File: src/rtl/core/gcp_pkg.sv
// Shared types, widths and helper functions for the greedy contiguous partitioner.
// No dependencies; used by gcp_csr, gcp_ctrl, gcp_dpath and the top module.
`default_nettype none

package gcp_pkg;

   // Clamp limits on the part and leaf counts
   localparam int MAX_PARTS  = 1024;
   localparam int MAX_LEAVES = 65536;

   // Register and field widths
   localparam int PARTS_W  = 11;
   localparam int LEAVES_W = 17;
   localparam int WEIGHT_W = 16;
   localparam int TOTAL_W  = 48;
   localparam int TALLY_W  = 24;
   localparam int PART_W   = 10;

   // Datapath widths
   localparam int LEAF_PROD_W = WEIGHT_W + TALLY_W;          // one weighted tally
   localparam int RUN_W       = 57;                          // running cost over a pass
   localparam int SCALE_W     = PARTS_W + LEAVES_W;          // raw P*L products
   localparam int FACTOR_W    = 28;                          // 2*P*L and 2*(i+1)*L+P
   localparam int C_LO_W      = 29;
   localparam int C_HI_W      = RUN_W - C_LO_W;
   localparam int T_LO_W      = TOTAL_W / 2;
   localparam int T_HI_W      = TOTAL_W - T_LO_W;
   localparam int PP0_W       = C_LO_W + FACTOR_W;
   localparam int PP1_W       = C_HI_W + FACTOR_W;
   localparam int PP2_W       = T_LO_W + FACTOR_W;
   localparam int PP3_W       = T_HI_W + FACTOR_W;
   localparam int LHS_W       = RUN_W + FACTOR_W;
   localparam int RHS_W       = TOTAL_W + FACTOR_W;

   // Stream and register port widths
   localparam int REQ_DATA_W = 2 * TALLY_W;
   localparam int RSP_DATA_W = 16;
   localparam int CSR_ADDR_W = 6;
   localparam int CSR_DATA_W = 64;
   localparam int CSR_IDX_LO = 3;

   typedef enum logic [2:0] {
      CSR_NUM_PARTS   = 3'd0,
      CSR_NUM_LEAVES  = 3'd1,
      CSR_WORK_WEIGHT = 3'd2,
      CSR_LOAD_WEIGHT = 3'd3,
      CSR_TOTAL_COST  = 3'd4
   } csr_index_type;

   typedef struct packed {
      logic [PARTS_W-1:0]  num_parts;
      logic [LEAVES_W-1:0] num_leaves;
      logic [WEIGHT_W-1:0] work_weight;
      logic [WEIGHT_W-1:0] load_weight;
      logic [TOTAL_W-1:0]  total_cost;
   } cfg_type;

   // Controller to datapath: one strobe per step of the sequence
   typedef struct packed {
      logic load;
      logic mul_cost;
      logic sum;
      logic mul_test;
      logic add_test;
      logic decide;
   } dp_cmd_type;

   // Datapath to controller
   typedef struct packed {
      logic out_busy;
   } dp_status_type;

   function automatic logic [PARTS_W-1:0] clamp_parts(input logic [PARTS_W-1:0] value);
      logic [PARTS_W-1:0] result;
      result = value;
      if (value == '0)
         result = PARTS_W'(1);
      else if (value > PARTS_W'(MAX_PARTS))
         result = PARTS_W'(MAX_PARTS);
      return result;
   endfunction

   function automatic logic [LEAVES_W-1:0] clamp_leaves(input logic [LEAVES_W-1:0] value);
      logic [LEAVES_W-1:0] result;
      result = value;
      if (value == '0)
         result = LEAVES_W'(1);
      else if (value > LEAVES_W'(MAX_LEAVES))
         result = LEAVES_W'(MAX_LEAVES);
      return result;
   endfunction

endpackage

`default_nettype wire

File: src/rtl/core/gcp_ctrl.sv
// Sequencing controller of the partitioner: steps one leaf through the datapath.
// Depends on gcp_pkg for the command and status bundles.
`default_nettype none

module gcp_ctrl (
   input  wire logic                   clock,
   input  wire logic                   reset,
   input  wire logic                   req_tvalid,
   output logic                        req_tready,
   output gcp_pkg::dp_cmd_type         cmd,
   input  wire gcp_pkg::dp_status_type status
);
   import gcp_pkg::*;

   typedef enum logic [2:0] {
      ST_IDLE,
      ST_MUL_COST,
      ST_SUM,
      ST_MUL_TEST,
      ST_ADD_TEST,
      ST_DECIDE
   } state_type;

   state_type state_ff, state_in;

   assign req_tready = (state_ff == ST_IDLE);

   // Next state and step strobes
   always_comb begin
      state_in = state_ff;
      cmd      = '0;
      unique case (state_ff)
         ST_IDLE: begin
            if (req_tvalid) begin
               cmd.load = 1'b1;
               state_in = ST_MUL_COST;
            end
         end
         ST_MUL_COST: begin
            cmd.mul_cost = 1'b1;
            state_in     = ST_SUM;
         end
         ST_SUM: begin
            cmd.sum  = 1'b1;
            state_in = ST_MUL_TEST;
         end
         ST_MUL_TEST: begin
            cmd.mul_test = 1'b1;
            state_in     = ST_ADD_TEST;
         end
         ST_ADD_TEST: begin
            cmd.add_test = 1'b1;
            state_in     = ST_DECIDE;
         end
         ST_DECIDE: begin
            // hold until the output register is free
            if (!status.out_busy) begin
               cmd.decide = 1'b1;
               state_in   = ST_IDLE;
            end
         end
         default: state_in = ST_IDLE;
      endcase
   end

   always_ff @(posedge clock) begin
      if (reset) begin
         state_ff <= ST_IDLE;
      end else begin
         state_ff <= state_in;
      end
   end

endmodule

`default_nettype wire

File: config.mk
export PLATFORM = sky130hd
export DESIGN_NAME = gcp_ctrl
export DESIGN_NICKNAME = d
export VERILOG_FILES = /design/src/rtl/core/gcp_pkg.sv /design/src/rtl/core/gcp_ctrl.sv
export SDC_FILE = /design/constraint.sdc
export NUM_CORES = 1
export LEC_CHECK = 0
export BUFFER_PORTS_ARGS = -buffer_cell sky130_fd_sc_hd__buf_2
export CAP_MARGIN = 5
export CORE_AREA = 5 5 42 44
export CTS_CLUSTER_SIZE = 20
export DETAILED_ROUTE_END_ITERATION = 16
export DIE_AREA = 0 0 47 49
export PLACE_DENSITY = 0.35
export SLEW_MARGIN = 20
export SYNTH_ARGS = -nofsm -noshare
export SYNTH_HDL_FRONTEND = slang
export SYNTH_SLANG_ARGS = --single-unit
export TNS_END_PERCENT = 100
File: constraint.sdc
create_clock -name clock -period 0.9 [get_ports clock]
set_input_delay 0.045 -clock clock [delete_from_list [all_inputs] [get_ports clock]]
set_output_delay 0.045 -clock clock [all_outputs]
set_load 0.05 [all_outputs]
==> results of run 1 <==
synthesized netlist by cell type:
cell type / number
a2111oi_2: 1
a21boi_1: 1
a31oi_1: 1
and2_1: 1
and3b_2: 1
buf_6: 2
dfxtp_1: 3
inv_1: 1
nand2_1: 1
nand2b_1: 1
nor2_1: 3
nor3_1: 4
nor3b_1: 1
xnor2_1: 1
worst max-delay path: stages (launching register included):
cell	delay, ns
dfxtp_4	0.37
nor3_4	0.19
and2_4	0.17
buf_8	0.13
cell usage in the layout (no fill, tap or decap):
master     Yosys  layout
buf_6          2      10
clkbuf_4       0       4
nor3_4         0       3
buf_2          0       3
dfxtp_4        0       3
nor2_4         0       2
buf_8          0       2
buf_4          0       2
inv_2          0       1
nor3b_4        0       1
and3b_2        1       1
nand2_2        0       1
nand2b_4       0       1
and2_4         0       1
xnor2_1        1       1
nor3_1         4       1
a31oi_2        0       1
nor2_1         3       1
a21boi_1       1       1
a2111oi_4      0       1
clkbuf_1       0       1
metal layers:
layer | routed length [µm] | track usage | vias to the layer above
li1 | - | - | 114
met1 | 256 | 0.0702 | 115
met2 | 327 | 0.0995 | 7
met3 | 23 | 0.0406 | 0
met4 | 0 | 0.0415 | 0
met5 | 0 | 0 | -
kinds of logic (layout without fill, tap and decap cells):
group / count (synthesis) / after routing / share of synthesized area
AO/OA/AOI/OAI: 3 / 3 / 0.152
XOR/XNOR: 1 / 1 / 0.0464
buffers and inverters: 3 / 23 / 0.139
flip-flops: 3 / 3 / 0.318
AND/OR/NAND/NOR: 12 / 12 / 0.344
worst max path at each step:
stage | from | to | cells past startpoint | slack (ns)
2_1_floorplan | state_ff[2] | cmd[5] | 3 | -0.39
3_3_place_gp | state_ff[2] | cmd[1] | 3 | -0.20
3_5_place_dp | state_ff[2] | cmd[1] | 3 | -0.23
4_1_cts | state_ff[1] | cmd[5] | 3 | -0.25
5_1_grt | state_ff[1] | cmd[4] | 3 | -0.28
6_report | state_ff[2] | cmd[5] | 3 | -0.24
power groups by stage:
stage / Combinational (mW) / Sequential [mW] / Clock [mW]
floorplan: 0.232 / 0.170 / 0
global placement: 0.293 / 0.186 / 0
detailed placement: 0.295 / 0.187 / 0
CTS: 0.383 / 0.188 / 0.244
global route: 0.426 / 0.192 / 0.260
finish: 0.404 / 0.189 / 0.233
per-stage QoR:
| step | hold WS [ns] | TNS, ns | power (mW) | utilization |
|---|---|---|---|---|
| final | 0.0311 | -1.58 | 0.826 | 0.354 |
| after global routing | 0.0303 | -1.96 | 0.878 | 0.354 |
| after CTS | 0.0326 | -1.69 | 0.815 | 0.327 |
| after detailed placement | 0.259 | -1.34 | 0.481 | 0.229 |
| after global placement | 0.252 | -1.22 | 0.479 | 0.229 |
| after floorplan | 0.114 | -1.14 | 0.402 | - |
layout make-up:
class                   count  area (µm²)
flip-flops and latches      3        71.3
fillers                   157         906
well taps                  16        20.0
repair buffers             18         180
multi-input cells          16         194
clock buffers               4        26.3
inverters                   1        3.75
what timing repair did:
item | CTS | global route
endpoints found under the setup margin | 9 | 9
pin swaps | 5 | 3
buffers inserted | 1 | 1
gates resized for setup | 28 | 6
==> results.sh, run 1 <==
export IMPL_run_status="finished with violations"
export IMPL_violations="negative setup slack"
export IMPL_antennaDiodeCount=0
export IMPL_worstPathRequired_ns=0.85
export IMPL_synth_distinct_cells=14
export IMPL_wire_per_inst_um=10.5
export IMPL_intPower_uw=502
export IMPL_dpl_worst_slack_ns=-0.228
export IMPL_yosys_top_cell_area_share=0.318
export IMPL_initialDrtViolationCount=3
export IMPL_antenna_found_initial=0
export IMPL_leakagePower_nw=0.194
export IMPL_rows=14
export IMPL_peakVddDrop_mv=0.693
export IMPL_worst_setup_path_end_kind="primary output"
export IMPL_timing_critical_path_from_type="flip-flop"
export IMPL_worstHoldEndpoint="state_ff[2]"
export IMPL_reg2regPathDepth=3
export IMPL_cts_num_sinks=3
export IMPL_max_slew_margin=0.830
export IMPL_fin_crit_ns=1.14
export IMPL_cap_viol_max_count=0
export IMPL_rsz_0062_raised_after_global_routing="true"
export IMPL_post_synth_cell_area_avg_um2=8.59
export IMPL_cp_arrival_ns=1.09
export IMPL_grt_pass1_vias=259
export IMPL_hold_class="input port to flip-flop"
export IMPL_ys_ff_latch=3
export IMPL_numCtsBuffers=3
export IMPL_pwr_share_clk=0.282
export IMPL_dp_hpwl_um=436
export IMPL_reg2reg_to="state_ff[0]"
export IMPL_switching_share=0.392
export IMPL_seq_power_share=0.229
export IMPL_layout_cell_area_non_filler_um2=495
export IMPL_biggestRegsByFlops="state_ff: 3 flops"
export IMPL_clock_insertion_delay_worst_skew_ns=0.23
export IMPL_grt_first_pass_wirelength_um=1100
export IMPL_die_area_um2=2300
export IMPL_clk_pin_slew_ns=0.04
export IMPL_synth_nets=26
export IMPL_boundaryPins=11
export IMPL_registers_top_by_ff_count="state_ff"
export IMPL_area_growth_pct=162
export IMPL_first_pass_iteration_count_of_the_detailed_router=2
export IMPL_timing_setup_critical_path_class="flip-flop to primary output"
export IMPL_grt_remaining_overflow=0
export IMPL_post_synthesis_cells=22
export IMPL_skew_ns=0.000596
export IMPL_core_area_um2=1400
export IMPL_share_of_total_power_in_combinational_logic=0.489
export IMPL_total_number_of_nets_in_the_final_design=47
export IMPL_final_cells=58
export IMPL_dp_cells=52
export IMPL_die_y_um=49
export IMPL_whs_path_depth=2
export IMPL_timing_final_ws_setup_ns=-0.236
export IMPL_route_vias_total=236
export IMPL_drtAntennaViolNets=0
export IMPL_clock_tree_htree_level_count=1
export IMPL_maximum_number_of_pins_on_one_net_before_global_route_repair=9
export IMPL_tritoncts_clock_tree="yes"
export IMPL_finalWeightedCongestion=0.720
export IMPL_final_hold_violation_count=0
export IMPL_p_switching_uw=324
export IMPL_die_width_um=47
export IMPL_synthesis_area_um2=189
export IMPL_post_synth_main_area_contributors="dfxtp_1 (32%), buf_6 (12%), nor3_1 (11%), a2111oi_2 (7.9%), nor2_1 (6.0%)"
export IMPL_path_max_fanout=6
export IMPL_initial_utilization=0.135
export IMPL_yosysWarnings=0
export IMPL_timing_final_crit_share=1.26
export IMPL_rr_startpoint="state_ff[2]"
export IMPL_maxClockFrequency_ghz=0.880
export IMPL_gr_usage_all_layers=0.0676
export IMPL_post_route_cells_drive_above_1_share=0.881
export IMPL_worstMarginPinSlew_ns=0.255
export IMPL_root_buffer="clkbuf_4"
export IMPL_place_port_buffers=10
export IMPL_number_of_flip_flops_under_the_largest_register_name=3
export IMPL_postCtsHoldBufs=0
export IMPL_routed_wl_um=607
export IMPL_hold_path_startpoint="reset"
export IMPL_timing_max_transition_violations_final=0
export IMPL_detail_route_vias_per_cell=4.07
export IMPL_regToRegSetupSlack_ns=-0.07
export IMPL_place_area_um2=322
export IMPL_setup_violations_final=9
export IMPL_remaining_drc_errors=0
export IMPL_cts_buffer_depth=2
export IMPL_yosysTopAreaCell="dfxtp_1"
export IMPL_p_per_cell_area_nw_per_um2=1670
export IMPL_seq_area_frac_synth=0.318
(Power assumes the default switching activity.)
==> run 2, diff against run 1 <==
--- a/config.mk
+++ b/config.mk
@@ -5,13 +5,14 @@
 export SDC_FILE = /design/constraint.sdc
 export NUM_CORES = 1
 export LEC_CHECK = 0
+export ABC_AREA = 1
 export BUFFER_PORTS_ARGS = -buffer_cell sky130_fd_sc_hd__buf_2
 export CAP_MARGIN = 5
 export CORE_AREA = 5 5 42 44
 export CTS_CLUSTER_SIZE = 20
 export DETAILED_ROUTE_END_ITERATION = 16
 export DIE_AREA = 0 0 47 49
-export PLACE_DENSITY = 0.35
+export PLACE_DENSITY = 0.36
 export SLEW_MARGIN = 20
 export SYNTH_ARGS = -nofsm -noshare
 export SYNTH_HDL_FRONTEND = slang
==> run 2 against run 1 <==
  * The run still ends with negative setup slack left
  * Wire length shrank 1.3%
  * Clock power hardly changed
  * Fmax is 1.4% higher
  * Synthesized cell count increased by 36%
  * Sequential share of layout area is 0.22 points higher
  * Clock skew increased by 0.00079 ns
  * Register-to-register slack improved by 0.06 ns
  * Critical endpoint unchanged
==> results.sh, run 2 <==
export IMPL_synthMuxAreaShare=0
export IMPL_synthesis_area_um2=204
export IMPL_synth_compound_area_frac=0.0920
export IMPL_timing_final_ws_setup_ns=-0.221
export IMPL_root_buffer="clkbuf_4"
export IMPL_gr_usage_all_layers=0.0592
export IMPL_route_vias_total=239
export IMPL_sequential_cell_area_um2=71.3
export IMPL_synth_async_sr_flop_share=0
export IMPL_boundaryPins=11
export IMPL_p_per_cell_area_nw_per_um2=1650
export IMPL_timing_critical_path_from_type="flip-flop"
export IMPL_remaining_drc_errors=0
export IMPL_rows=14
export IMPL_synth_enable_flop_cells=0
export IMPL_hold_class="input port to flip-flop"
export IMPL_rsz_0062_raised_after_global_routing="true"
export IMPL_reg2regPathDepth=5
export IMPL_total_design_power_uw=807
export IMPL_area_growth_pct=139
export IMPL_die_y_um=49
export IMPL_final_hold_violation_count=0
export IMPL_path_max_fanout=5
export IMPL_dominantRegCellSynth="dfxtp_1"
export IMPL_yosys_top_cell_area_share=0.294
export IMPL_worst_setup_path_end_kind="primary output"
export IMPL_violations="negative setup slack"
export IMPL_synthTopCellsByCount="nor2_1 (7), inv_1 (5), dfxtp_1 (3), nor2_2 (3)"
export IMPL_number_of_flip_flops_under_the_largest_register_name=3
export IMPL_synthAdderAreaFrac=0
export IMPL_synth_top_family_by_area="simple AND/OR/NAND/NOR gates"
export IMPL_grt_first_pass_wirelength_um=966
export IMPL_post_synthesis_cells=30
export IMPL_wire_per_inst_um=9.36
export IMPL_clk_pin_slew_ns=0.04
export IMPL_cts_buffer_depth=2
export IMPL_initialDrtViolationCount=0
export IMPL_finalWeightedCongestion=0.705
export IMPL_run_status="finished with violations"
export IMPL_maximum_number_of_pins_on_one_net_before_global_route_repair=7
export IMPL_max_slew_margin=0.884
export IMPL_final_cells=64
export IMPL_post_synth_cell_area_avg_um2=6.80
export IMPL_peakVddDrop_mv=0.627
export IMPL_synth_xor_area_share=0
export IMPL_yosysWarnings=0
export IMPL_cp_arrival_ns=1.08
export IMPL_skew_ns=0.00139
export IMPL_fin_crit_ns=1.12
export IMPL_post_route_cells_drive_above_1_share=0.750
export IMPL_timing_max_transition_violations_final=0
export IMPL_core_area_um2=1400
export IMPL_detail_route_vias_per_cell=3.73
export IMPL_layout_commonest_cell="buf_6"
export IMPL_dp_cells=58
export IMPL_registers_top_by_ff_count="state_ff"
export IMPL_clock_tree_htree_level_count=1
export IMPL_timing_final_crit_share=1.25
export IMPL_cts_num_sinks=3
export IMPL_die_area_um2=2300
export IMPL_setup_violations_final=8
export IMPL_ys_ff_latch=3
export IMPL_clock_insertion_delay_worst_skew_ns=0.23
export IMPL_worstMarginPinSlew_ns=0.174
export IMPL_initial_utilization=0.146
export IMPL_synth_simple_gate_area_frac=0.466
export IMPL_yosysTopAreaCell="dfxtp_1"
export IMPL_synth_distinct_cells=14
export IMPL_post_synth_main_area_contributors="dfxtp_1 (29%), nor2_1 (13%), nor3_2 (9.8%), inv_1 (9.2%), nor2_2 (9.2%)"
export IMPL_whs_path_depth=5
export IMPL_drtAntennaViolNets=0
export IMPL_biggestRegsByFlops="state_ff: 3 flops"
export IMPL_grt_remaining_overflow=0
export IMPL_total_number_of_nets_in_the_final_design=53
export IMPL_dp_hpwl_um=476
export IMPL_seq_area_frac_synth=0.294
export IMPL_maxClockFrequency_ghz=0.892
export IMPL_antennaDiodeCount=0
export IMPL_tritoncts_clock_tree="yes"
export IMPL_synthMostInstantiatedCell="nor2_1"
export IMPL_timing_setup_critical_path_class="flip-flop to primary output"
export IMPL_routed_wl_um=599
export IMPL_numCtsBuffers=3
export IMPL_highest_count_cells_in_the_layout_ignoring_fill_and_taps="buf_6 (7), nor2_4 (5), nor2_1 (4)"
export IMPL_layout_filler_cells=152
export IMPL_leakagePower_nw=0.191
export IMPL_grt_pass1_vias=253
export IMPL_place_port_buffers=10
export IMPL_cap_viol_max_count=0
export IMPL_first_pass_iteration_count_of_the_detailed_router=1
export IMPL_die_width_um=47
export IMPL_worstPathRequired_ns=0.85
export IMPL_synth_nets=34
export IMPL_area_taken_by_multi_input_logic_gates_um2=186
export IMPL_antenna_found_initial=0
-- run 2: worst max-delay path, stage by stage, from the launching register on --
cell     delay [ns]
dfxtp_4        0.35
buf_6          0.14
nor3_4         0.17
buf_6          0.17
-- run 2: logic make-up after synthesis --
logic type | count (synthesis)
simple gates | 17
flops | 3
compound gates | 3
buf+inv | 7
-- run 2: through the flow --
| step | util | hold WS [ns] | setup TNS [ns] | area (µm²) | setup slack, ns |
|---|---|---|---|---|---|
| final | 0.348 | 0.189 | -1.34 | 488 | -0.221 |
| after global routing | 0.348 | 0.205 | -1.79 | 488 | -0.272 |
| after CTS | 0.327 | 0.166 | -1.40 | 458 | -0.240 |
| after detailed placement | 0.243 | 0.233 | -0.551 | 340 | -0.102 |
| after global placement | 0.243 | 0.237 | -0.463 | 340 | -0.0874 |
| after floorplan | - | 0.107 | -0.733 | 259 | -0.250 |
-- run 2: metal layers --
layer,routed length [µm],GRT usage,vias up
li1,-,-,128
met4,0,0.0553,0
met2,294,0.0837,9
met3,44,0.0111,0
met1,260,0.0705,102
met5,0,0,-
-- run 2: cell type report --
cell class / instances / area share
inverter: 6 / 0.0564
clock buffer: 4 / 0.0538
tap: 16 / 0.0410
multi-input combinational: 20 / 0.382
timing repair buffer: 15 / 0.321
sequential: 3 / 0.146
-- run 2: path summary, 6_finish.rpt --
check	startpoint	end	slack (ns)
setup / recovery	state_ff[2]	cmd[5]	-0.22
hold / removal	status	state_ff[2]	0.19
setup reg to reg	state_ff[2]	state_ff[2]	-0.01
hold reg to reg	state_ff[0]	state_ff[2]	0.64
-- run 2: what timing repair did --
action | in CTS | in global routing
endpoints found under the setup margin | 9 | 10
hold buffers | 1 | 0
resized for setup | 24 | 7
endpoints found under the hold margin | 3 | 0
setup buffers | 0 | 1
pin swaps | 1 | 1
-- run 2: where the power goes --
group	switching [mW]	internal (mW)
clock network	0.0654	0.166
logic	0.241	0.153
registers	0.0324	0.150
