File: src/rtl/core/gcp_pkg.sv
// Shared types, widths and helper functions for the greedy contiguous partitioner.
// No dependencies; used by gcp_csr, gcp_ctrl, gcp_dpath and the top module.
`default_nettype none

package gcp_pkg;

   // Clamp limits on the part and leaf counts
   localparam int MAX_PARTS  = 1024;
   localparam int MAX_LEAVES = 65536;

   // Register and field widths
   localparam int PARTS_W  = 11;
   localparam int LEAVES_W = 17;
   localparam int WEIGHT_W = 16;
   localparam int TOTAL_W  = 48;
   localparam int TALLY_W  = 24;
   localparam int PART_W   = 10;

   // Datapath widths
   localparam int LEAF_PROD_W = WEIGHT_W + TALLY_W;          // one weighted tally
   localparam int RUN_W       = 57;                          // running cost over a pass
   localparam int SCALE_W     = PARTS_W + LEAVES_W;          // raw P*L products
   localparam int FACTOR_W    = 28;                          // 2*P*L and 2*(i+1)*L+P
   localparam int C_LO_W      = 29;
   localparam int C_HI_W      = RUN_W - C_LO_W;
   localparam int T_LO_W      = TOTAL_W / 2;
   localparam int T_HI_W      = TOTAL_W - T_LO_W;
   localparam int PP0_W       = C_LO_W + FACTOR_W;
   localparam int PP1_W       = C_HI_W + FACTOR_W;
   localparam int PP2_W       = T_LO_W + FACTOR_W;
   localparam int PP3_W       = T_HI_W + FACTOR_W;
   localparam int LHS_W       = RUN_W + FACTOR_W;
   localparam int RHS_W       = TOTAL_W + FACTOR_W;

   // Stream and register port widths
   localparam int REQ_DATA_W = 2 * TALLY_W;
   localparam int RSP_DATA_W = 16;
   localparam int CSR_ADDR_W = 6;
   localparam int CSR_DATA_W = 64;
   localparam int CSR_IDX_LO = 3;

   typedef enum logic [2:0] {
      CSR_NUM_PARTS   = 3'd0,
      CSR_NUM_LEAVES  = 3'd1,
      CSR_WORK_WEIGHT = 3'd2,
      CSR_LOAD_WEIGHT = 3'd3,
      CSR_TOTAL_COST  = 3'd4
   } csr_index_type;

   typedef struct packed {
      logic [PARTS_W-1:0]  num_parts;
      logic [LEAVES_W-1:0] num_leaves;
      logic [WEIGHT_W-1:0] work_weight;
      logic [WEIGHT_W-1:0] load_weight;
      logic [TOTAL_W-1:0]  total_cost;
   } cfg_type;

   // Controller to datapath: one strobe per step of the sequence
   typedef struct packed {
      logic load;
      logic mul_cost;
      logic sum;
      logic mul_test;
      logic add_test;
      logic decide;
   } dp_cmd_type;

   // Datapath to controller
   typedef struct packed {
      logic out_busy;
   } dp_status_type;

   function automatic logic [PARTS_W-1:0] clamp_parts(input logic [PARTS_W-1:0] value);
      logic [PARTS_W-1:0] result;
      result = value;
      if (value == '0)
         result = PARTS_W'(1);
      else if (value > PARTS_W'(MAX_PARTS))
         result = PARTS_W'(MAX_PARTS);
      return result;
   endfunction

   function automatic logic [LEAVES_W-1:0] clamp_leaves(input logic [LEAVES_W-1:0] value);
      logic [LEAVES_W-1:0] result;
      result = value;
      if (value == '0)
         result = LEAVES_W'(1);
      else if (value > LEAVES_W'(MAX_LEAVES))
         result = LEAVES_W'(MAX_LEAVES);
      return result;
   endfunction

endpackage

`default_nettype wire

File: src/rtl/core/gcp_csr.sv
// Configuration register file of the partitioner, APB-style access.
// Depends on gcp_pkg for widths, register indexes and the cfg_type bundle.
`default_nettype none

module gcp_csr (
   input  wire logic                          clock,
   input  wire logic                          reset,
   input  wire logic                          csr_psel,
   input  wire logic                          csr_penable,
   input  wire logic                          csr_pwrite,
   input  wire logic [gcp_pkg::CSR_ADDR_W-1:0] csr_paddr,
   input  wire logic [gcp_pkg::CSR_DATA_W-1:0] csr_pwdata,
   output logic      [gcp_pkg::CSR_DATA_W-1:0] csr_prdata,
   output logic                               csr_pready,
   output gcp_pkg::cfg_type                   cfg
);
   import gcp_pkg::*;

   logic [PARTS_W-1:0]  num_parts_ff,   num_parts_in;
   logic [LEAVES_W-1:0] num_leaves_ff,  num_leaves_in;
   logic [WEIGHT_W-1:0] work_weight_ff, work_weight_in;
   logic [WEIGHT_W-1:0] load_weight_ff, load_weight_in;
   logic [TOTAL_W-1:0]  total_cost_ff,  total_cost_in;
   logic                wr_en;
   csr_index_type       index;

   assign csr_pready = 1'b1;
   assign wr_en      = csr_psel & csr_penable & csr_pwrite;
   assign index      = csr_index_type'(csr_paddr[CSR_ADDR_W-1:CSR_IDX_LO]);

   // Write decode; writes beyond the register list are dropped
   always_comb begin
      num_parts_in   = num_parts_ff;
      num_leaves_in  = num_leaves_ff;
      work_weight_in = work_weight_ff;
      load_weight_in = load_weight_ff;
      total_cost_in  = total_cost_ff;
      if (wr_en) begin
         unique case (index)
            CSR_NUM_PARTS:   num_parts_in   = csr_pwdata[PARTS_W-1:0];
            CSR_NUM_LEAVES:  num_leaves_in  = csr_pwdata[LEAVES_W-1:0];
            CSR_WORK_WEIGHT: work_weight_in = csr_pwdata[WEIGHT_W-1:0];
            CSR_LOAD_WEIGHT: load_weight_in = csr_pwdata[WEIGHT_W-1:0];
            CSR_TOTAL_COST:  total_cost_in  = csr_pwdata[TOTAL_W-1:0];
            default: ;
         endcase
      end
   end

   always_ff @(posedge clock) begin
      if (reset) begin
         num_parts_ff   <= PARTS_W'(1);
         num_leaves_ff  <= LEAVES_W'(1);
         work_weight_ff <= WEIGHT_W'(1);
         load_weight_ff <= WEIGHT_W'(1);
         total_cost_ff  <= TOTAL_W'(1);
      end else begin
         num_parts_ff   <= num_parts_in;
         num_leaves_ff  <= num_leaves_in;
         work_weight_ff <= work_weight_in;
         load_weight_ff <= load_weight_in;
         total_cost_ff  <= total_cost_in;
      end
   end

   // Read mux
   always_comb begin
      unique case (index)
         CSR_NUM_PARTS:   csr_prdata = CSR_DATA_W'(num_parts_ff);
         CSR_NUM_LEAVES:  csr_prdata = CSR_DATA_W'(num_leaves_ff);
         CSR_WORK_WEIGHT: csr_prdata = CSR_DATA_W'(work_weight_ff);
         CSR_LOAD_WEIGHT: csr_prdata = CSR_DATA_W'(load_weight_ff);
         CSR_TOTAL_COST:  csr_prdata = CSR_DATA_W'(total_cost_ff);
         default:         csr_prdata = '0;
      endcase
   end

   assign cfg.num_parts   = num_parts_ff;
   assign cfg.num_leaves  = num_leaves_ff;
   assign cfg.work_weight = work_weight_ff;
   assign cfg.load_weight = load_weight_ff;
   assign cfg.total_cost  = total_cost_ff;

endmodule

`default_nettype wire

File: config.mk
export PLATFORM = sky130hd
export DESIGN_NAME = gcp_csr
export DESIGN_NICKNAME = d
export VERILOG_FILES = /design/src/rtl/core/gcp_pkg.sv /design/src/rtl/core/gcp_csr.sv
export SDC_FILE = /design/constraint.sdc
export NUM_CORES = 1
export LEC_CHECK = 0
export BUFFER_PORTS_ARGS = -buffer_cell sky130_fd_sc_hd__buf_4
export CAP_MARGIN = 20
export CORE_ASPECT_RATIO = 0.6
export CORE_MARGIN = 10
export CORE_UTILIZATION = 43
export DETAILED_ROUTE_END_ITERATION = 6
export GPL_TIMING_DRIVEN = 1
export PLACE_DENSITY_LB_ADDON = 0.3
export SLEW_MARGIN = 20
export SYNTH_ARGS = -nofsm -noshare
export SYNTH_HDL_FRONTEND = slang
export SYNTH_SLANG_ARGS = --single-unit
File: constraint.sdc
create_clock -name clock -period 2.7 [get_ports clock]
set_input_delay 0.27 -clock clock [delete_from_list [all_inputs] [get_ports clock]]
set_output_delay 0.27 -clock clock [all_outputs]
set_load 0.05 [all_outputs]
==> results.yml, run 1 <==
run_status:
  run_status: "completed"
clock_network:
  htree_levels: 3
  insertion_delay_ns: 0.35
  postCtsSetupBuffers: 0
  cts_buffers: 9
  cts_tree: "done"
  cts_resized: 0
  clk_pin_slew_worst_paths_ns: 0.07
  cts_hold_buf: 0
  cts.sinks: 108
  cts_root_buffer: "clkbuf_16"
  clockBufferDepth: 2
critical_path:
  cp.required_ns: 2.43
  critPathTopFamily: "buffers and inverters"
  crit_chain: "buf_4 > nor2b_1 > a22oi_1 > o21ai_0 > buf_4"
  rr_startpoint: "work_weight_ff[11]"
  cp.arrival_ns: 1.87
  crit_start: "csr_paddr[4]"
  worst-path-stages: 5
  end_kind: "primary output"
  slowest_delay_ns: 0.42
  reg2reg_depth: 2
  critical_path.startpoint_type: "input pin"
  reg2reg_slack_ns: 1.95
  cp_common_cell: "buf_4"
  path_buf_inv: 2
  crit_type: "in2out"
  setup.worst_path.end: "csr_prdata[12]"
  crit_fanout: 25
  reg2reg_to: "work_weight_ff[11]"
  cp_slowest_cell: "nor2b_1"
finish:
  syn_to_final_growth_pct: 34.3
  finalNonFillerCells: 942
  nets: 847
  drive_gt1_share_pct: 32.3
  diodes: 0
floorplanning:
  die_y_um: 107
  ios: 248
  coreArea_um2: 12200
  start_util_pct: 44.5
  rows: 31
  dieArea_um2: 17600
  die_x_um: 165
power:
  p_seq_share_pct: 49.5
  switchingPower_w: 0.000860
  power_leakage_nw: 3.33
  combPwrFrac_pct: 12.2
  switching_share_pct: 26.4
  p_int_w: 0.00240
  power_frac_clock_pct: 38.4
  ir_drop_mv: 0.381
  powerDensity_nw_per_um2: 448
global_routing:
  grt_max_degree: 81
  antenna_found_initial: 0
  grt_overflow_total: 0
  first_global_vias: 4886
  grt_first_pass_wirelength_mm: 27.2
  grt_usage_pct: 19.2
timing:
  setup-violations-final: 0
  max_slew.worst_pin.slew_ns: 0.850
  rsz0062_at_grt: "false"
  max_freq_ghz: 0.467
  hold_viol_final: 0
  min_period_ns: 2.14
  slew_viol_final: 0
  fin_tns_setup_ns: 0
  maxSlewHeadroom_pct: 43.2
  skew_ns: 0
  min_period_over_period_pct: 79.3
detailed_routing:
  drc_errors: 0
  wl_per_cell_um: 18.9
  drtPass1Iterations: 4
  first_iter_violations: 236
  wl_mm: 17.8
  antenna_left: 0
  vias: 4840
  vias_per_cell: 5.14
logic_synthesis:
  synthesis.instances: 589
  synth_top_area_share_pct: 39.9
  syn_area_um2: 5420
  synth_edf_count: 0
  ys_async_sr_fraction_pct: 0
  ys_ff_latch: 108
  synthTopCellsByArea: "dfxtp_1 (40%), mux2i_1 (18%), nand2b_1 (14%)"
  synth_area_per_cell_um2: 9.20
  synth_largest_area_cell: "dfxtp_1"
  ys_seq_area_share_pct: 39.9
  ys_types: 32
  yosys_warnings: 0
  synthFlopType: "dfxtp_1"
placed_design:
  hpwl_mm: 13.5
  io_buffers: 211
  globalplace.congestion: 0.816
  place_inst: 926
min_path:
  hold_path_class: "in2reg"
flow_run:
  max-cap-violations: 0
registers in the layout, indices dropped and copies added, names as in the netlist:
register        count
work_weight_ff     16
total_cost_ff      48
num_leaves_ff      17
num_parts_ff       11
load_weight_ff     16
how the worst min path moves through the flow:
| stage | slack, ns | startpoint | depth (start not counted) | end |
|---|---|---|---|---|
| 4_1_cts | 0.18 | csr_pwdata[47] | 3 | total_cost_ff[47] |
| 2_1_floorplan | 0.42 | csr_pwdata[10] | 2 | load_weight_ff[10] |
| 3_5_place_dp | 0.48 | total_cost_ff[44] | 2 | total_cost_ff[44] |
| 5_1_grt | 0.18 | csr_pwdata[41] | 3 | total_cost_ff[41] |
| 3_3_place_gp | 0.47 | total_cost_ff[24] | 2 | total_cost_ff[24] |
| 6_report | 0.19 | csr_pwdata[46] | 3 | total_cost_ff[46] |
routing by layer:
metal / track usage [%] / share of wire, %
met1: 23.9 / 42
met2: 31.1 / 47
met3: 7.26 / 9.7
met4: 4.35 / 0.89
met5: 0 / 0
area by class of cell:
class,instances,area [um^2]
clock inverter,5,35.0
tap,165,206
sequential,108,2160
fill,1104,4900
multi-input combinational,427,2930
timing repair buffer,225,1700
clock buffer,11,243
inverter,1,3.75
through the flow:
| stage | setup slack (ns) | cell area [um^2] | utilization, % | power, W | hold WS (ns) |
|---|---|---|---|---|---|
| finish | 0.559 | 7280 | 59.8 | 0.00326 | 0.189 |
| global route | 0.444 | 7280 | 59.8 | 0.00338 | 0.179 |
| CTS | 0.617 | 7280 | 59.8 | 0.00329 | 0.178 |
| detailed placement | 0.610 | 7000 | 57.5 | 0.00204 | 0.480 |
| global placement | 0.648 | 7000 | 57.5 | 0.00203 | 0.470 |
| floorplan | 0.299 | 5480 | - | 0.00192 | 0.418 |
logic make-up (layout without fill, tap and decap cells):
kind of cell	Yosys count	in the layout	synth area share (%)
flip-flops	108	108	39.9
AND/OR/NAND/NOR	212	212	23.3
other	2	17	0.139
AO/OA/AOI/OAI	93	93	9.62
buffers and inverters	69	242	7.50
multiplexers	105	105	19.5
power by group through the flow:
stage / registers, W / clock network, W / logic (W)
floorplan: 0.00169 / 0 / 0.000235
global placement: 0.00165 / 0 / 0.000385
detailed placement: 0.00165 / 0 / 0.000393
CTS: 0.00161 / 0.00129 / 0.000393
global route: 0.00161 / 0.00134 / 0.000422
finish: 0.00161 / 0.00125 / 0.000396
layout by cell type, fill, tap and decap left out, drive strengths merged, types with 3 or more instances in the layout:
master | netlist | final
clkbuf | 27 | 11
o21ai | 36 | 36
conb | 2 | 17
clkinv | 0 | 3
a22oi | 6 | 6
nand2 | 10 | 10
buf | 41 | 225
a21oi | 30 | 30
nand2b | 122 | 122
and2 | 31 | 31
nor2 | 8 | 8
o22ai | 10 | 10
mux2 | 6 | 6
dfxtp | 108 | 108
a21o | 10 | 10
mux2i | 99 | 99
nand3 | 30 | 30
synth_stat cells, types with 6 or more instances:
cell type,count
nand3_1,30
buf_4,22
nor2_1,8
and2_1,31
mux2i_1,99
mux2_2,6
o22ai_1,10
buf_2,13
clkbuf_1,27
nand2b_1,122
nand2_1,10
dfxtp_1,108
a22oi_1,6
a21o_1,10
o21ai_0,36
a21oi_1,30
worst reg2reg max path, delay by kind of cell, from the launching register on:
family / cells / cell delay [ns]
flip-flops: 1 / 0.41
AO/OA/AOI/OAI: 2 / 0.28
Note: power is estimated with default switching activity, not from simulation.
==> run 2: changes to the inputs <==
ABC_AREA = 1   (was not set)
clock period = 1.9 ns   (was 2.7 ns; I/O delays follow)
==> run 2 against run 1 <==
Total power rose by 48%. Worst setup slack got worse by 0.29 ns. Critical path depth rose by 5. Final cell count rose by 33%. Clock skew did not move. Clock power rose by 42%. Synthesized area rose by 1.7%. Hold slack got worse by 0.079 ns. Sequential power rose by 44%. Routed wire length rose by 9.0%. Core utilization rose by 1.1 points. Critical path type unchanged. Critical endpoint is now csr_prdata[11].
==> results.yml, run 2 <==
power:
  ir_drop_mv: 0.440
  powerDensity_nw_per_um2: 646
  power_leakage_nw: 3.74
detailed_routing:
  vias_per_cell: 4.80
  wl_per_cell_um: 15.5
  drtPass1Iterations: 5
  wl_met1_mm: 8.43
  first_iter_violations: 459
  vias: 6020
  wl_mm: 19.4
  wl_met3_mm: 2.04
  top_layer: "met4"
  drc_errors: 0
  antenna_left: 0
  met2_length_mm: 8.69
finish:
  reg.largest.list: "total_cost_ff (48), num_leaves_ff (17)"
  nets: 1160
  syn_to_final_growth_pct: 35.7
  regMostFlops: "total_cost_ff"
  mostFrequentLayoutCells: "nor2_1 (252), buf_4 (233), nand2_1 (211), nand3_1 (125), dfxtp_1 (108)"
  fin_area_um2: 7480
  final_common_cell: "nor2_1"
  largest_reg_flops: 48
  drive_gt1_share_pct: 24.6
  multi_input_area_um2: 2630
  nFillCells: 1247
  seq_area_um2: 2160
  diodes: 0
logic_synthesis:
  synth_largest_area_cell: "dfxtp_1"
  synth_compound_area_share_pct: 0.454
  synth_top_family_by_area: "simple AND/OR/NAND/NOR gates"
  synth-simple-area-share_pct: 46.1
  synth_edf_count: 0
  synthesis.instances: 896
  syn_area_um2: 5510
  synthMuxAreaShare_pct: 0
  synth_area_per_cell_um2: 6.15
  ys_ff_latch: 108
  yosys-top-cells-count: "nor2_1 (253), nand2_1 (211), nand3_1 (125), dfxtp_1 (108), inv_1 (91)"
  synthTopCellsByArea: "dfxtp_1 (39%), nor2_1 (17%), nand2_1 (14%)"
  ys_async_sr_fraction_pct: 0
  ys_seq_area_share_pct: 39.2
  synth_adder_area_share_pct: 0
  synth_xor_area_share_pct: 0
  synth_top_area_share_pct: 39.2
  synthFlopType: "dfxtp_1"
  ys_types: 19
  yosysMostFrequentCell: "nor2_1"
  yosys_warnings: 0
flow_run:
  max-cap-violations: 0
global_routing:
  antenna_found_initial: 0
  grt_max_degree: 62
  grt_overflow_total: 0
  grt_usage_pct: 20.5
  grt_first_pass_wirelength_mm: 30.1
  first_global_vias: 5609
placed_design:
  globalplace.congestion: 0.849
  hpwl_mm: 14.6
  io_buffers: 211
  dpl-instance-area_um2: 7210
floorplanning:
  die_x_um: 166
  die_y_um: 108
  dieArea_um2: 17900
  start_util_pct: 44.8
  ios: 248
  rows: 31
  coreArea_um2: 12300
min_path:
  hold_path_class: "in2reg"
  min_from: "csr_pwdata[0]"
run_status:
  run_status: "completed"
critical_path:
  rr_startpoint: "num_leaves_ff[10]"
  crit_fanout: 30
  crit_type: "in2out"
  critical_path.startpoint_type: "input pin"
  end_kind: "primary output"
  cp.arrival_ns: 1.44
  crit_start: "csr_paddr[5]"
  cp.required_ns: 1.71
clock_network:
  cts.sinks: 108
  cts_root_buffer: "clkbuf_16"
  insertion_delay_ns: 0.35
  cts_tree: "done"
  postCtsSetupBuffers: 0
  clockBufferDepth: 2
  cts_buffers: 9
  cts_resized: 0
  htree_levels: 3
  clk_pin_slew_worst_paths_ns: 0.07
  cts_hold_buf: 0
timing:
  whs_ns: 0.110
  rsz0062_at_grt: "false"
  setup-violations-final: 0
  slew_viol_final: 0
  max_freq_ghz: 0.614
  skew_ns: 0
  hold_viol_final: 0
  min_period_ns: 1.63
  fin_tns_setup_ns: 0
  min_period_over_period_pct: 85.7
-- run 2: layer usage --
| layer | GRT usage [%] | vias up |
|---|---|---|
| li1 | - | 3048 |
| met1 | 25.9 | 2702 |
| met2 | 32.3 | 246 |
| met3 | 7.66 | 24 |
| met4 | 5.29 | 0 |
| met5 | 0 | - |
-- run 2: cell type report --
| cell class | instances | area share, % |
|---|---|---|
| clock inverter | 5 | 0.502 |
| clock buffer | 11 | 3.11 |
| tap | 165 | 2.76 |
| sequential | 108 | 28.9 |
| multi-input combinational | 632 | 35.2 |
| inverter | 96 | 4.83 |
| timing repair buffer | 238 | 24.7 |
-- run 2: report_power, final --
| group | internal, W | switching (W) |
|---|---|---|
| Combinational | 0.000226 | 0.000511 |
| Clock | 0.000897 | 0.000879 |
| Sequential | 0.00229 | 0.0000252 |
| Total | 0.00341 | 0.00142 |
-- run 2: kinds of logic after synthesis --
| family | after synthesis |
|---|---|
| AO/OA/AOI/OAI | 5 |
| buffers and inverters | 171 |
| flip-flops | 108 |
| other | 2 |
| AND/OR/NAND/NOR | 610 |
-- run 2: worst paths after layout --
path / end / slack (ns) / cells past startpoint
setup / recovery: csr_prdata[11] / 0.27 / 10
hold / removal: load_weight_ff[0] / 0.11 / 3
setup reg to reg: num_leaves_ff[10] / 1.26 / 2
hold reg to reg: total_cost_ff[16] / 0.50 / 2
-- run 2: critical path, stage by stage --
cell	delay (ns)
buf_4	0.12
inv_2	0.24
nand2_1	0.11
nor2_2	0.14
buf_12	0.20
nand2_1	0.06
nand2_1	0.06
inv_1	0.04
nand2_1	0.05
buf_4	0.20
-- run 2: stage by stage --
stage | utilization, % | setup WS, ns | power [W] | cells
detailed placement | 58.6 | 0.255 | 0.00310 | 1239
finish | 60.8 | 0.271 | 0.00483 | 1255
global placement | 58.6 | 0.270 | 0.00309 | 1239
CTS | 60.8 | 0.272 | 0.00486 | 1255
global route | 60.8 | 0.154 | 0.00500 | 1255
floorplan | - | 0.297 | 0.00287 | 911
==> run 3: changes to the inputs <==
ABC_AREA = not set   (was 1)
BUFFER_PORTS_ARGS = not set   (was -buffer_cell sky130_fd_sc_hd__buf_4)
DONT_BUFFER_PORTS = 1   (was not set)
SKIP_LAST_GASP = 1   (was not set)
==> run 3 against run 2 <==
Critical path depth shrank 6. Total power down 3.8%. Clock power grew 4%. Via count is 18% lower. First-iteration DRC count shrank 18%. Routed wire length fell by 1.1%. Worst setup slack improved by 0.056 ns. Hold slack worse by 0.098 ns.
==> results.yml, run 3 (synthesized netlist as in run 1, its figures left out) <==
placed_design:
  hpwl_mm: 13.5
  place_ws_ns: 0.517
  globalplace.congestion: 0.835
  place_inst: 872
  io_buffers: 0
timing:
  setup-violations-final: 0
  setup_slack_ns: 0.327
  max_freq_ghz: 0.636
  min_period_ns: 1.57
  fin_tns_setup_ns: 0
  hold_viol_final: 0
  maxSlewHeadroom_pct: 66.8
  skew_ns: 0
  rsz0062_at_grt: "false"
  slew_viol_final: 0
  max_slew.worst_pin.slew_ns: 0.495
  whs_ns: 0.0119
  min_period_over_period_pct: 82.8
detailed_routing:
  first_iter_violations: 378
  vias: 4922
  vias_per_cell: 5.30
  wl_per_cell_um: 20.7
  drc_errors: 0
  drtPass1Iterations: 5
  wl_mm: 19.2
  antenna_left: 0
floorplanning:
  dieArea_um2: 17600
  coreArea_um2: 12200
  start_util_pct: 44.5
  die_y_um: 107
  rows: 31
  die_x_um: 165
  ios: 248
critical_path:
  reg2reg_slack_ns: 0.49
  crit_fanout: 2
  cp.arrival_ns: 1.38
  reg2reg_depth: 4
  end_kind: "primary output"
  cp.required_ns: 1.71
  critical_path.startpoint_type: "flop"
  rr_startpoint: "work_weight_ff[12]"
  crit_type: "reg2out"
  reg2reg_to: "work_weight_ff[12]"
finish:
  syn_to_final_growth_pct: 41.1
  mostFrequentLayoutCells: "buf_4 (142), nand2b_1 (122), dfxtp_1 (108), mux2i_1 (99), dlygate4sd3_1 (39)"
  diodes: 0
  largest_reg_flops: 48
  finalNonFillerCells: 928
  final_common_cell: "buf_4"
  nets: 833
  reg.largest.list: "total_cost_ff (48), num_leaves_ff (17)"
  regMostFlops: "total_cost_ff"
  drive_gt1_share_pct: 26.1
global_routing:
  grt_max_degree: 128
  first_global_vias: 5086
  grt_overflow_total: 0
  antenna_found_initial: 0
  grt_first_pass_wirelength_mm: 29.0
  grt_usage_pct: 20.8
min_path:
  min_delay_path_depth: 2
  min_to: "total_cost_ff[29]"
  min_from: "csr_pwdata[29]"
  hold_path_class: "in2reg"
power:
  powerDensity_nw_per_um2: 607
  power_leakage_nw: 3.32
  ir_drop_mv: 0.423
  p_total_w: 0.00464
clock_network:
  cts.sinks: 108
  cts_buffers: 9
  clk_pin_slew_worst_paths_ns: 0.07
  cts_tree: "done"
  clockBufferDepth: 2
  insertion_delay_ns: 0.34
  postCtsSetupBuffers: 0
  htree_levels: 3
  cts_root_buffer: "clkbuf_16"
run_status:
  run_status: "completed"
flow_run:
  max-cap-violations: 0
-- run 3: cell types whose count changed in the layout (fill, tap and decap cells not counted), sizes merged, moves of 39 or more --
cell,change
nor2,-252
nand2,-202
nand2b,+122
mux2i,+99
nand3,-97
inv,-91
buf,-66
dlygate4sd3,+39
-- run 3: cell type report --
cell class	count	area (um^2)
inverters	1	3.75
clock inverters	6	55.1
multi-input cells	427	2930
repair buffers	211	2060
clock buffers	10	239
well taps	165	206
flip-flops and latches	108	2160
fillers	1015	4530
-- run 3: through the flow --
step	utilization [%]	cell area [um^2]
global placement	57.0	6950
finish	62.8	7650
CTS	62.7	7640
floorplan	-	5480
detailed placement	57.0	6950
global route	62.8	7650
-- run 3: critical path: stages, from the launching register on --
cell and delay, ns:
dfxtp_1 0.32, mux2_2 0.26, a22oi_1 0.18, o21ai_1 0.09, buf_4 0.19
-- run 3: repair_timing --
item	in CTS	in global routing
endpoints found under the setup margin	0	0
resized for setup	0	0
hold buffers	39	1
endpoints found under the hold margin	52	1
-- run 3: worst max-delay path by stage --
stage               slack (ns)                from             end  cells past startpoint
finish                    0.33   num_leaves_ff[12]  csr_prdata[12]                      4
global route              0.25  work_weight_ff[12]  csr_prdata[12]                      4
CTS                       0.30   num_leaves_ff[12]  csr_prdata[12]                      4
detailed placement        0.52        csr_paddr[4]  csr_prdata[13]                      5
global placement          0.55        csr_paddr[4]  csr_prdata[15]                      5
floorplan                 0.04        csr_paddr[4]  csr_prdata[11]                      5
-- run 3: where the power goes --
part | leakage [nW] | internal, W | switching (W) | total (W)
Combinational | 2.31 | 0.000190 | 0.000311 | 0.000502
Sequential | 0.871 | 0.00228 | 0.00000690 | 0.00228
Clock | 0.140 | 0.000955 | 0.000903 | 0.00186
-- run 3: per-layer routing --
layer	routed length (um)	GRT usage (%)	up-vias
met3	2390	9.05	28
met1	7300	23.5	2338
met4	274	5.98	0
li1	-	-	2305
met2	9260	35.0	251
met5	0	0	-
